==> src/gyi_pkg.sv <==
package gyi_pkg;

    localparam int GZ_W      = 16;
    localparam int YAW_W     = 32;
    localparam int RATE_W    = 14;
    localparam int CNT_W     = 16;
    localparam int SUM_W     = 32;
    localparam int DIV_W     = 32;
    localparam int DVS_W     = 16;
    localparam int DT_W      = 16;
    localparam int FRAC_SHIFT = 15;
    localparam int MUL_W     = 32;
    localparam int DT_RECIP_SHIFT = 45;
    localparam int DQ_W      = 2 * MUL_W - DT_RECIP_SHIFT;

    localparam logic [CNT_W-1:0] CAL_DEFAULT = 16'd200;
    localparam logic [15:0]      DPS_SCALE   = 16'd25000;
    localparam logic [15:0]      RATE_SCALE  = 16'd2500;
    localparam logic [DVS_W-1:0] DT_DIVISOR  = 16'd10000;
    // floor(p / 10000) == (p * DT_RECIP) >> DT_RECIP_SHIFT for any p below 2^32
    localparam logic [MUL_W-1:0] DT_RECIP    = 32'd3518437209;

    typedef enum logic [1:0] {
        MODE_RESET  = 2'd0,
        MODE_CAL    = 2'd1,
        MODE_UPDATE = 2'd2,
        MODE_NONE   = 2'd3
    } mode_t;

    typedef struct packed {
        logic             start;
        logic [DIV_W-1:0] dividend;
        logic [DVS_W-1:0] divisor;
    } div_req_t;

    typedef struct packed {
        logic             done;
        logic [DIV_W-1:0] quotient;
    } div_rsp_t;

endpackage

==> src/gyi_if.sv <==
interface gyi_in_if;
    import gyi_pkg::*;
    logic                   valid;
    logic                   ready;
    logic [1:0]             mode;
    logic signed [GZ_W-1:0] gyro_z;
    logic                   sample_ok;
    logic [DT_W-1:0]        elapsed_ms;

    modport source (output valid, mode, gyro_z, sample_ok, elapsed_ms, input ready);
    modport sink   (input valid, mode, gyro_z, sample_ok, elapsed_ms, output ready);
endinterface

interface gyi_out_if;
    import gyi_pkg::*;
    logic                     valid;
    logic                     ready;
    logic signed [YAW_W-1:0]  yaw_tenths;
    logic                     yaw_ok;
    logic signed [RATE_W-1:0] rate_tenths;
    logic signed [GZ_W-1:0]   gyro_z_echo;
    logic signed [GZ_W-1:0]   bias_now;
    logic                     cal_done;

    modport source (output valid, yaw_tenths, yaw_ok, rate_tenths, gyro_z_echo, bias_now,
                    cal_done, input ready);
    modport sink   (input valid, yaw_tenths, yaw_ok, rate_tenths, gyro_z_echo, bias_now,
                    cal_done, output ready);
endinterface

interface gyi_cfg_if;
    import gyi_pkg::*;
    logic             valid;
    logic             ready;
    logic [CNT_W-1:0] data;

    modport source (output valid, data, input ready);
    modport sink   (input valid, data, output ready);
endinterface

==> src/gyi_div.sv <==
module gyi_div (
    input  logic              clk,
    input  logic              rst_n,
    input  gyi_pkg::div_req_t req,
    output gyi_pkg::div_rsp_t rsp
);
    import gyi_pkg::*;

    localparam int STEPS = DIV_W;
    localparam int CW    = $clog2(STEPS);

    logic [CW-1:0]    count_reg;
    logic             busy_reg;
    logic             done_reg;
    logic [DIV_W-1:0] quo_reg;
    logic [DVS_W-1:0] rem_reg;
    logic [DVS_W-1:0] dvs_reg;

    logic [DVS_W:0]   trial;
    logic [DVS_W:0]   diff;
    logic             fits;

    // one restoring step per cycle, quotient shifts in from the bottom
    always_comb
    begin
        trial = {rem_reg, quo_reg[DIV_W-1]};
        diff  = trial - {1'b0, dvs_reg};
        fits  = trial >= {1'b0, dvs_reg};
    end

    always_ff @(posedge clk or negedge rst_n)
    begin
        if (!rst_n)
        begin
            busy_reg  <= 1'b0;
            done_reg  <= 1'b0;
            count_reg <= '0;
        end
        else
        begin
            done_reg <= 1'b0;
            if (req.start)
            begin
                busy_reg  <= 1'b1;
                count_reg <= '0;
            end
            else if (busy_reg)
            begin
                count_reg <= count_reg + 1'b1;
                if (count_reg == CW'(STEPS - 1))
                begin
                    busy_reg <= 1'b0;
                    done_reg <= 1'b1;
                end
            end
        end
    end

    always_ff @(posedge clk)
    begin
        if (req.start)
        begin
            quo_reg <= req.dividend;
            rem_reg <= '0;
            dvs_reg <= req.divisor;
        end
        else if (busy_reg)
        begin
            rem_reg <= fits ? diff[DVS_W-1:0] : trial[DVS_W-1:0];
            quo_reg <= {quo_reg[DIV_W-2:0], fits};
        end
    end

    assign rsp.done     = done_reg;
    assign rsp.quotient = quo_reg;

endmodule

==> src/gyro_yaw_integrator_top.sv <==
// Gyro Z bias calibration and yaw integration.
// Channels: in_ch (mode, gyro_z, sample_ok, elapsed_ms), out_ch (one result item per
// input item), cfg_ch (writes cal_samples; always ready, write only while idle).
// All handshakes complete on a rising edge with valid and ready high.
// The item passes S_EXEC, S_RATE and S_FINISH into the output register for reset, plain
// calibration, a run ending with no good sample, ignored update and unused mode;
// an accepted yaw update also passes S_MUL_DPS, S_MUL_DT, S_SCALE and S_ACC, and the
// calibration item that ends a run with good samples waits in S_DIV on the 32-step
// radix-2 divider (bias = sum / count). The next item is taken once the block is back
// in S_IDLE at the earliest. A single 32x32 multiplier is shared by the scale steps;
// delta / 10000 is a reciprocal multiply.
// One item is in work at a time; in_ch.ready is high only when idle.
// The result sits in an output register, so the next item is taken while a result
// waits; if the receiver stalls, the following item holds in its last step until
// the output register is free.
// Reset: yaw 0 and not valid, bias 0, calibration counters 0, cal_samples 200,
// no result pending.
module gyro_yaw_integrator_top (
    input logic         clk,
    input logic         rst_n,
    gyi_in_if.sink      in_ch,
    gyi_out_if.source   out_ch,
    gyi_cfg_if.sink     cfg_ch
);
    import gyi_pkg::*;

    typedef enum logic [3:0] {
        S_IDLE,
        S_EXEC,
        S_MUL_DPS,
        S_MUL_DT,
        S_SCALE,
        S_ACC,
        S_DIV,
        S_RATE,
        S_FINISH
    } state_t;

    state_t                   state_reg;
    logic [1:0]               mode_reg;
    logic signed [GZ_W-1:0]   gz_reg;
    logic                     ok_reg;
    logic [DT_W-1:0]          dt_reg;
    logic [YAW_W-1:0]         yaw_reg;
    logic                     yaw_ok_reg;
    logic signed [GZ_W-1:0]   bias_reg;
    logic signed [SUM_W-1:0]  sum_reg;
    logic [CNT_W-1:0]         att_reg;
    logic [CNT_W-1:0]         good_reg;
    logic [CNT_W-1:0]         cal_samples_reg;
    logic                     neg_reg;
    logic [15:0]              dps_reg;
    logic [MUL_W-1:0]         prod_reg;
    logic [DQ_W-1:0]          delta_reg;
    logic signed [RATE_W-1:0] rate_reg;
    logic                     done_reg;

    logic                     out_valid_reg;
    logic [YAW_W-1:0]         out_yaw_reg;
    logic                     out_yaw_ok_reg;
    logic signed [RATE_W-1:0] out_rate_reg;
    logic signed [GZ_W-1:0]   out_gz_reg;
    logic signed [GZ_W-1:0]   out_bias_reg;
    logic                     out_done_reg;

    logic [GZ_W:0]            diff;
    logic                     d_neg;
    logic [GZ_W:0]            d_abs;
    logic [15:0]              d_mag;
    logic [CNT_W-1:0]         target;
    logic [CNT_W-1:0]         att_new;
    logic [CNT_W-1:0]         good_new;
    logic signed [SUM_W-1:0]  sum_new;
    logic                     cal_complete;
    logic [SUM_W-1:0]         sum_abs;
    logic [MUL_W-1:0]         mul_a;
    logic [MUL_W-1:0]         mul_b;
    logic [2*MUL_W-1:0]       prod;
    logic [RATE_W-1:0]        rate_mag;
    logic signed [RATE_W-1:0] rate_val;
    logic [DIV_W-1:0]         q_signed;
    logic [YAW_W-1:0]         delta_ext;
    logic [YAW_W-1:0]         delta_signed;
    div_req_t                 div_req;
    div_rsp_t                 div_rsp;

    gyi_div u_div (
        .clk   (clk),
        .rst_n (rst_n),
        .req   (div_req),
        .rsp   (div_rsp)
    );

    always_comb
    begin
        diff  = {gz_reg[GZ_W-1], gz_reg} - {bias_reg[GZ_W-1], bias_reg};
        d_neg = diff[GZ_W];
        d_abs = d_neg ? (~diff + 1'b1) : diff;
        d_mag = d_abs[15:0];

        target       = (cal_samples_reg == '0) ? CAL_DEFAULT : cal_samples_reg;
        att_new      = att_reg + 1'b1;
        good_new     = ok_reg ? (good_reg + 1'b1) : good_reg;
        sum_new      = ok_reg ? (sum_reg + SUM_W'(gz_reg)) : sum_reg;
        cal_complete = att_new >= target;
        sum_abs      = sum_new[SUM_W-1] ? (~sum_new + 1'b1) : sum_new;

        unique case (state_reg)
            S_MUL_DPS:
            begin
                mul_a = MUL_W'(d_mag);
                mul_b = MUL_W'(DPS_SCALE);
            end
            S_RATE:
            begin
                mul_a = MUL_W'(d_mag);
                mul_b = MUL_W'(RATE_SCALE);
            end
            S_SCALE:
            begin
                mul_a = prod_reg;
                mul_b = DT_RECIP;
            end
            default:
            begin
                mul_a = MUL_W'(dps_reg);
                mul_b = MUL_W'(dt_reg);
            end
        endcase
        prod = mul_a * mul_b;

        // truncation toward zero: shift the magnitude, then restore the sign
        rate_mag     = prod[FRAC_SHIFT+RATE_W-1:FRAC_SHIFT];
        rate_val     = d_neg ? (~rate_mag + 1'b1) : rate_mag;
        q_signed     = neg_reg ? (~div_rsp.quotient + 1'b1) : div_rsp.quotient;
        delta_ext    = YAW_W'(delta_reg);
        delta_signed = neg_reg ? (~delta_ext + 1'b1) : delta_ext;

        div_req.start    = (state_reg == S_EXEC) && (mode_t'(mode_reg) == MODE_CAL)
                           && cal_complete && (good_new != '0);
        div_req.dividend = sum_abs;
        div_req.divisor  = good_new;
    end

    always_ff @(posedge clk or negedge rst_n)
    begin
        if (!rst_n)
        begin
            state_reg       <= S_IDLE;
            mode_reg        <= '0;
            gz_reg          <= '0;
            ok_reg          <= 1'b0;
            dt_reg          <= '0;
            yaw_reg         <= '0;
            yaw_ok_reg      <= 1'b0;
            bias_reg        <= '0;
            sum_reg         <= '0;
            att_reg         <= '0;
            good_reg        <= '0;
            cal_samples_reg <= CAL_DEFAULT;
            neg_reg         <= 1'b0;
            dps_reg         <= '0;
            prod_reg        <= '0;
            delta_reg       <= '0;
            rate_reg        <= '0;
            done_reg        <= 1'b0;
            out_valid_reg   <= 1'b0;
            out_yaw_reg     <= '0;
            out_yaw_ok_reg  <= 1'b0;
            out_rate_reg    <= '0;
            out_gz_reg      <= '0;
            out_bias_reg    <= '0;
            out_done_reg    <= 1'b0;
        end
        else
        begin
            if (cfg_ch.valid)
            begin
                cal_samples_reg <= cfg_ch.data;
            end
            if (out_ch.ready && state_reg != S_FINISH)
            begin
                out_valid_reg <= 1'b0;
            end

            unique case (state_reg)
                S_IDLE:
                begin
                    if (in_ch.valid)
                    begin
                        mode_reg  <= in_ch.mode;
                        gz_reg    <= in_ch.gyro_z;
                        ok_reg    <= in_ch.sample_ok;
                        dt_reg    <= in_ch.elapsed_ms;
                        done_reg  <= 1'b0;
                        state_reg <= S_EXEC;
                    end
                end
                S_EXEC:
                begin
                    state_reg <= S_RATE;
                    unique case (mode_t'(mode_reg))
                        MODE_RESET:
                        begin
                            yaw_reg    <= '0;
                            yaw_ok_reg <= 1'b1;
                        end
                        MODE_CAL:
                        begin
                            if (cal_complete)
                            begin
                                att_reg    <= '0;
                                sum_reg    <= '0;
                                good_reg   <= '0;
                                yaw_reg    <= '0;
                                yaw_ok_reg <= 1'b1;
                                done_reg   <= 1'b1;
                                neg_reg    <= sum_new[SUM_W-1];
                                if (good_new != '0)
                                begin
                                    state_reg <= S_DIV;
                                end
                                else
                                begin
                                    bias_reg <= '0;
                                end
                            end
                            else
                            begin
                                att_reg  <= att_new;
                                sum_reg  <= sum_new;
                                good_reg <= good_new;
                            end
                        end
                        MODE_UPDATE:
                        begin
                            if (yaw_ok_reg && ok_reg)
                            begin
                                neg_reg   <= d_neg;
                                state_reg <= S_MUL_DPS;
                            end
                        end
                        MODE_NONE:
                        begin
                        end
                    endcase
                end
                S_MUL_DPS:
                begin
                    dps_reg   <= prod[FRAC_SHIFT+15:FRAC_SHIFT];
                    state_reg <= S_MUL_DT;
                end
                S_MUL_DT:
                begin
                    prod_reg  <= prod[MUL_W-1:0];
                    state_reg <= S_SCALE;
                end
                S_SCALE:
                begin
                    delta_reg <= prod[2*MUL_W-1:DT_RECIP_SHIFT];
                    state_reg <= S_ACC;
                end
                S_ACC:
                begin
                    yaw_reg   <= yaw_reg + delta_signed;
                    state_reg <= S_RATE;
                end
                S_DIV:
                begin
                    if (div_rsp.done)
                    begin
                        bias_reg  <= q_signed[GZ_W-1:0];
                        state_reg <= S_RATE;
                    end
                end
                S_RATE:
                begin
                    rate_reg  <= rate_val;
                    state_reg <= S_FINISH;
                end
                S_FINISH:
                begin
                    if (!out_valid_reg || out_ch.ready)
                    begin
                        out_valid_reg  <= 1'b1;
                        out_yaw_reg    <= yaw_reg;
                        out_yaw_ok_reg <= yaw_ok_reg;
                        out_rate_reg   <= rate_reg;
                        out_gz_reg     <= gz_reg;
                        out_bias_reg   <= bias_reg;
                        out_done_reg   <= done_reg;
                        state_reg      <= S_IDLE;
                    end
                end
                default:
                begin
                    state_reg <= S_IDLE;
                end
            endcase
        end
    end

    assign in_ch.ready  = (state_reg == S_IDLE);
    assign cfg_ch.ready = 1'b1;

    assign out_ch.valid       = out_valid_reg;
    assign out_ch.yaw_tenths  = out_yaw_reg;
    assign out_ch.yaw_ok      = out_yaw_ok_reg;
    assign out_ch.rate_tenths = out_rate_reg;
    assign out_ch.gyro_z_echo = out_gz_reg;
    assign out_ch.bias_now    = out_bias_reg;
    assign out_ch.cal_done    = out_done_reg;

endmodule

==> src/flat_wrapper.sv <==
// flat-port wrapper written by rule: the top's interface ports become plain ports
module gyro_yaw_integrator_top_flat import gyi_pkg::*;
  (clk, rst_n, in_ch_valid, in_ch_mode, in_ch_gyro_z, in_ch_sample_ok, in_ch_elapsed_ms, in_ch_ready, out_ch_valid, out_ch_yaw_tenths, out_ch_yaw_ok, out_ch_rate_tenths, out_ch_gyro_z_echo, out_ch_bias_now, out_ch_cal_done, out_ch_ready, cfg_ch_valid, cfg_ch_data, cfg_ch_ready);
  gyi_in_if in_ch_i ();
  gyi_out_if out_ch_i ();
  gyi_cfg_if cfg_ch_i ();
  input logic clk;
  input logic rst_n;
  input wire logic [$bits(in_ch_i.valid)-1:0] in_ch_valid;
  input wire logic [$bits(in_ch_i.mode)-1:0] in_ch_mode;
  input wire logic [$bits(in_ch_i.gyro_z)-1:0] in_ch_gyro_z;
  input wire logic [$bits(in_ch_i.sample_ok)-1:0] in_ch_sample_ok;
  input wire logic [$bits(in_ch_i.elapsed_ms)-1:0] in_ch_elapsed_ms;
  output wire logic [$bits(in_ch_i.ready)-1:0] in_ch_ready;
  output wire logic [$bits(out_ch_i.valid)-1:0] out_ch_valid;
  output wire logic [$bits(out_ch_i.yaw_tenths)-1:0] out_ch_yaw_tenths;
  output wire logic [$bits(out_ch_i.yaw_ok)-1:0] out_ch_yaw_ok;
  output wire logic [$bits(out_ch_i.rate_tenths)-1:0] out_ch_rate_tenths;
  output wire logic [$bits(out_ch_i.gyro_z_echo)-1:0] out_ch_gyro_z_echo;
  output wire logic [$bits(out_ch_i.bias_now)-1:0] out_ch_bias_now;
  output wire logic [$bits(out_ch_i.cal_done)-1:0] out_ch_cal_done;
  input wire logic [$bits(out_ch_i.ready)-1:0] out_ch_ready;
  input wire logic [$bits(cfg_ch_i.valid)-1:0] cfg_ch_valid;
  input wire logic [$bits(cfg_ch_i.data)-1:0] cfg_ch_data;
  output wire logic [$bits(cfg_ch_i.ready)-1:0] cfg_ch_ready;
  assign in_ch_i.valid = in_ch_valid;
  assign in_ch_i.mode = in_ch_mode;
  assign in_ch_i.gyro_z = in_ch_gyro_z;
  assign in_ch_i.sample_ok = in_ch_sample_ok;
  assign in_ch_i.elapsed_ms = in_ch_elapsed_ms;
  assign in_ch_ready = in_ch_i.ready;
  assign out_ch_valid = out_ch_i.valid;
  assign out_ch_yaw_tenths = out_ch_i.yaw_tenths;
  assign out_ch_yaw_ok = out_ch_i.yaw_ok;
  assign out_ch_rate_tenths = out_ch_i.rate_tenths;
  assign out_ch_gyro_z_echo = out_ch_i.gyro_z_echo;
  assign out_ch_bias_now = out_ch_i.bias_now;
  assign out_ch_cal_done = out_ch_i.cal_done;
  assign out_ch_i.ready = out_ch_ready;
  assign cfg_ch_i.valid = cfg_ch_valid;
  assign cfg_ch_i.data = cfg_ch_data;
  assign cfg_ch_ready = cfg_ch_i.ready;
  gyro_yaw_integrator_top u_core (.clk(clk), .rst_n(rst_n), .in_ch(in_ch_i), .out_ch(out_ch_i), .cfg_ch(cfg_ch_i));
endmodule
==> config.mk <==
export PLATFORM = sky130hd
export DESIGN_NAME = gyro_yaw_integrator_top_flat
export DESIGN_NICKNAME = d
export VERILOG_FILES = /design/src/gyi_pkg.sv /design/src/gyi_if.sv /design/src/gyi_div.sv /design/src/gyro_yaw_integrator_top.sv /design/src/flat_wrapper.sv
export SDC_FILE = /design/constraint.sdc
export NUM_CORES = 2
export LEC_CHECK = 0
export ABC_AREA = 1
export BUFFER_PORTS_ARGS = -buffer_cell sky130_fd_sc_hd__buf_2
export CAP_MARGIN = 20
export CORE_AREA = 2 2 302 423
export DETAILED_ROUTE_END_ITERATION = 8
export DIE_AREA = 0 0 304 425
export GPL_TIMING_DRIVEN = 0
export PLACE_DENSITY = 0.67
export REMOVE_ABC_BUFFERS = 1
export SYNTH_ARGS = -nofsm -noshare
export SYNTH_HDL_FRONTEND = slang
export SYNTH_SLANG_ARGS = --single-unit
==> constraint.sdc <==
create_clock -name clk -period 9.2 [get_ports clk]
set_input_delay 0.46 -clock clk [delete_from_list [all_inputs] [get_ports clk]]
set_output_delay 0.46 -clock clk [all_outputs]
set_load 0.05 [all_outputs]
==> impl_results.md <==
* Synth cell types at 71
* Post-synthesis async set-or-reset flop share at 84.12%
* Number of failing hold endpoints at the final stage at 0
* Arrival @ worst endpoint at 9.64 ns
* Share of layout cells above drive strength 1 at 12.84%
* Count of state elements after synthesis at 403
* Result of the run: finished clean
* Longest Clk Path Bufs at 3
* Met2 Use GR at 43.69%
* Worst path max stage delay at 0.57 ns
* Worst Hold Path Cells at 3
* Commonest cells post-synth: sky130_fd_sc_hd__inv_1 (1,537), sky130_fd_sc_hd__nand2_1 (1,311), sky130_fd_sc_hd__fa_1 (706)
* Minimum setup slack after placement at -2.585 ns
* Final min period at 9.171 ns
* Slack of the worst reg-to-reg path at 0.03 ns
* EDFF count, synth at 48
* CTS tree: built
* Avg WL per Cell at 18.91 um
* Final GP Congestion at 0.9659
* Slew at the pin closest to its max-slew limit at 1.118 ns
* Delay-heaviest family, CP: adder cells
* Crit-path most repeated cell: sky130_fd_sc_hd__nand2_1
* Relative max-transition margin at 24.85%
* Port buffer count at 137
* Effective utilization at floorplan at 41.67%
* Total core area at 125,400 um^2
* Number of nets in the finished design at 8,006
* Layer with the highest usage after global routing: met2
* Die X at 304 um
* Synth Area per Inst at 8.057 um^2
* Total length of routed wires at 160,400 um
* Summed negative setup slack over all endpoints at 0 ns
* Number of vias per cell after detailed routing at 5.099
* Crit Path Category: flop to flop
* # rows at 154
* Clock Sinks at 403
* Warning count from the yosys run at 0
* Cell area after synthesis at 52,270 um^2
* Clock edge transition at the registers on the reported setup and hold paths at 0.06 ns
* Die Height at 425 um
* Count of unresolved DRC violations after routing at 0
* Final slew viol count at 0
* Hold-critical path endpoint: u_core.dt_reg[3]
* Worst Path Buf+Inv at 7
* Total of max-cap violations at 0
* CP max stage cell: sky130_fd_sc_hd__fa_1
* RSZ-0062 raised after global routing: yes
* Detailed-router iteration count before antenna repair at 5
* Global routing usage on met1 at 29.58%
* Fill cell instance count of the final layout at 12.01k
* Via count of the first global-routing pass at 44.47k
* WP data required at 9.67 ns
* Area delta synth->final at 14.99%
* Type of destination of the critical path: flop
* Number of cells in the design after placement at 8,261
* Initial antenna violation count at 3
* Worst min path class: input port to flop
* Capturing point of the worst reg2reg path: u_core.delta_reg[18]
* Maximum achievable frequency at 0.1090 GHz
* Launch point of the worst hold path: in_ch_elapsed_ms[3]
* Placed wire-length estimate at 130,600 um
* Final Cycle Share at 99.68%
* Number of top-level pins at 139
* Final count of negative-setup-slack endpoints at 0
* Clock tree skew after final layout at 0.02544 ns
* Startpoint of the most critical register-to-register path: u_core.gz_reg[8]
* Largest net degree at the start of global routing at 109
* Final cell utilization of the core at 47.91%
* First-pass GRT wire length at 248,300 um
* Overall via count from detail_route at 43.25k
* Source-to-sink clock delay at the later pin of the worst-skew pair at 0.60 ns
* Grt total ovfl at 0
* Final instance count without filler cells at 8,483
* Top cells by area, synth: sky130_fd_sc_hd__fa_1 (27%), sky130_fd_sc_hd__dfrtp_1 (16%), sky130_fd_sc_hd__inv_1 (11%), sky130_fd_sc_hd__ha_1 (10%), sky130_fd_sc_hd__nand2_1 (9.4%)
* Die area at 129,200 um^2
* Fraction of the yosys area taken by sequential cells at 19.61%
* Root buffer cell: sky130_fd_sc_hd__clkbuf_16
* Remaining antenna violation count at 0
* Total global routing track utilization at 24.78%
* Critical path launch point type: flop
* First DRT Iteration DRCs at 2,914
* Reg2Reg Depth at 42
* Met3 Usage GRT at 2.803%
* Flip-flop cell with the highest count after synthesis: sky130_fd_sc_hd__dfrtp_1
* Top cell type by total area after synthesis: sky130_fd_sc_hd__fa_1
* Final WS setup at 0.02923 ns
* CP max FO at 7
* Dominant cell by count in the synthesized netlist: sky130_fd_sc_hd__inv_1
* Crit. Startpoint: u_core.gz_reg[8]
* Synthesized instance count at 6,487
* TritonCTS buffer count at 48
* Top cell type's share of synthesized area at 27.04%
* H-tree Lvls at 2
area by class of cell:
cell class / count / area, um^2 / share of cell area (%)
Sequential cell: 403 / 10260 / 17.07
Timing Repair Buffer: 289 / 2267 / 3.772
Inverter: 1558 / 5917 / 9.845
Clock inverter: 22 / 312.8 / 0.5205
Tap cell: 1638 / 2049 / 3.410
Antenna cell: 1 / 2.502 / 0.004164
Clock buffer: 65 / 1379 / 2.294
Multi-Input combinational cell: 4506 / 37910 / 63.07
Timing Repair inverter: 1 / 5.005 / 0.008327
placed cells by master (no fill, tap or decap), types with 39 or more instances in the layout:
master,Yosys,final
sky130_fd_sc_hd__nor2_4,14,39
sky130_fd_sc_hd__dfrtp_1,336,327
sky130_fd_sc_hd__conb_1,2,129
sky130_fd_sc_hd__nand2_2,27,50
sky130_fd_sc_hd__nor2_2,25,47
sky130_fd_sc_hd__buf_2,33,136
sky130_fd_sc_hd__nor3_1,48,47
sky130_fd_sc_hd__inv_1,1537,1513
sky130_fd_sc_hd__a21oi_1,223,191
sky130_fd_sc_hd__mux2_2,43,43
sky130_fd_sc_hd__buf_4,8,114
sky130_fd_sc_hd__xor2_1,81,79
sky130_fd_sc_hd__nand4_1,41,41
sky130_fd_sc_hd__nor2_1,416,369
sky130_fd_sc_hd__xnor2_1,58,46
sky130_fd_sc_hd__clkbuf_16,0,51
sky130_fd_sc_hd__edfxtp_1,48,48
sky130_fd_sc_hd__nand2_1,1311,1255
sky130_fd_sc_hd__fa_1,706,688
sky130_fd_sc_hd__nand3_1,348,312
sky130_fd_sc_hd__ha_1,437,408
sky130_fd_sc_hd__o21ai_0,335,302
logic make-up after synthesis:
| group | count (synthesis) | synth area share (%) |
|---|---|---|
| AO/OA/AOI/OAI | 721 | 7.799 |
| adder cells (fa/ha/maj) | 1143 | 37.50 |
| XOR/XNOR | 144 | 2.485 |
| other | 2 | 0.01437 |
| multiplexers | 43 | 0.9264 |
| buffers and inverters | 1710 | 12.74 |
| AND/OR/NAND/NOR | 2321 | 18.93 |
| flip-flops | 403 | 19.61 |
per-layer routing:
layer,vias to the layer above,share of wire (%)
met2,1326,49
met4,2,7.0
met5,-,0.011
li1,20380,-
met3,417,5.0
met1,21130,39
what timing repair did:
item / CTS / global route
pin swaps: 51 / 135
setup endpoints to repair: 71 / 53
cloned: 3 / 3
hold endpoints to repair: 56 / 0
resized for setup: 218 / 268
buffers inserted: 50 / 77
hold buffers: 1 / 0
worst max-delay path by stage:
stage / cells past startpoint / endpoint / slack (ns)
final: 42 / u_core.delta_reg[18] / 0.03
after detailed placement: 35 / u_core.rate_reg[11] / -2.58
after global routing: 50 / u_core.rate_reg[11] / -0.27
after global placement: 39 / u_core.delta_reg[17] / -13.27
after CTS: 45 / u_core.rate_reg[11] / 0.003
after floorplan: 40 / u_core.delta_reg[17] / -5.11
per-stage QoR:
stage / cell area (um^2) / hold slack, ns
5_1_grt: 60100 / 0.06054
3_5_place_dp: 55180 / 0.4232
3_3_place_gp: 54670 / 0.4582
6_report: 60100 / 0.06016
4_1_cts: 58320 / 0.03285
2_1_floorplan: 51940 / 0.1644
worst register-to-register path, delay by kind of cell, from the launching register on:
kind | cells | cell delay [ns]
compound gates | 7 | 1.31
fa+ha+maj | 10 | 4.92
buf+inv | 7 | 0.47
flops | 1 | 0.50
simple gates | 18 | 1.91
Power is not shown: default switching activity piles up to over one toggle a cycle in this logic, so the estimate is an artifact.
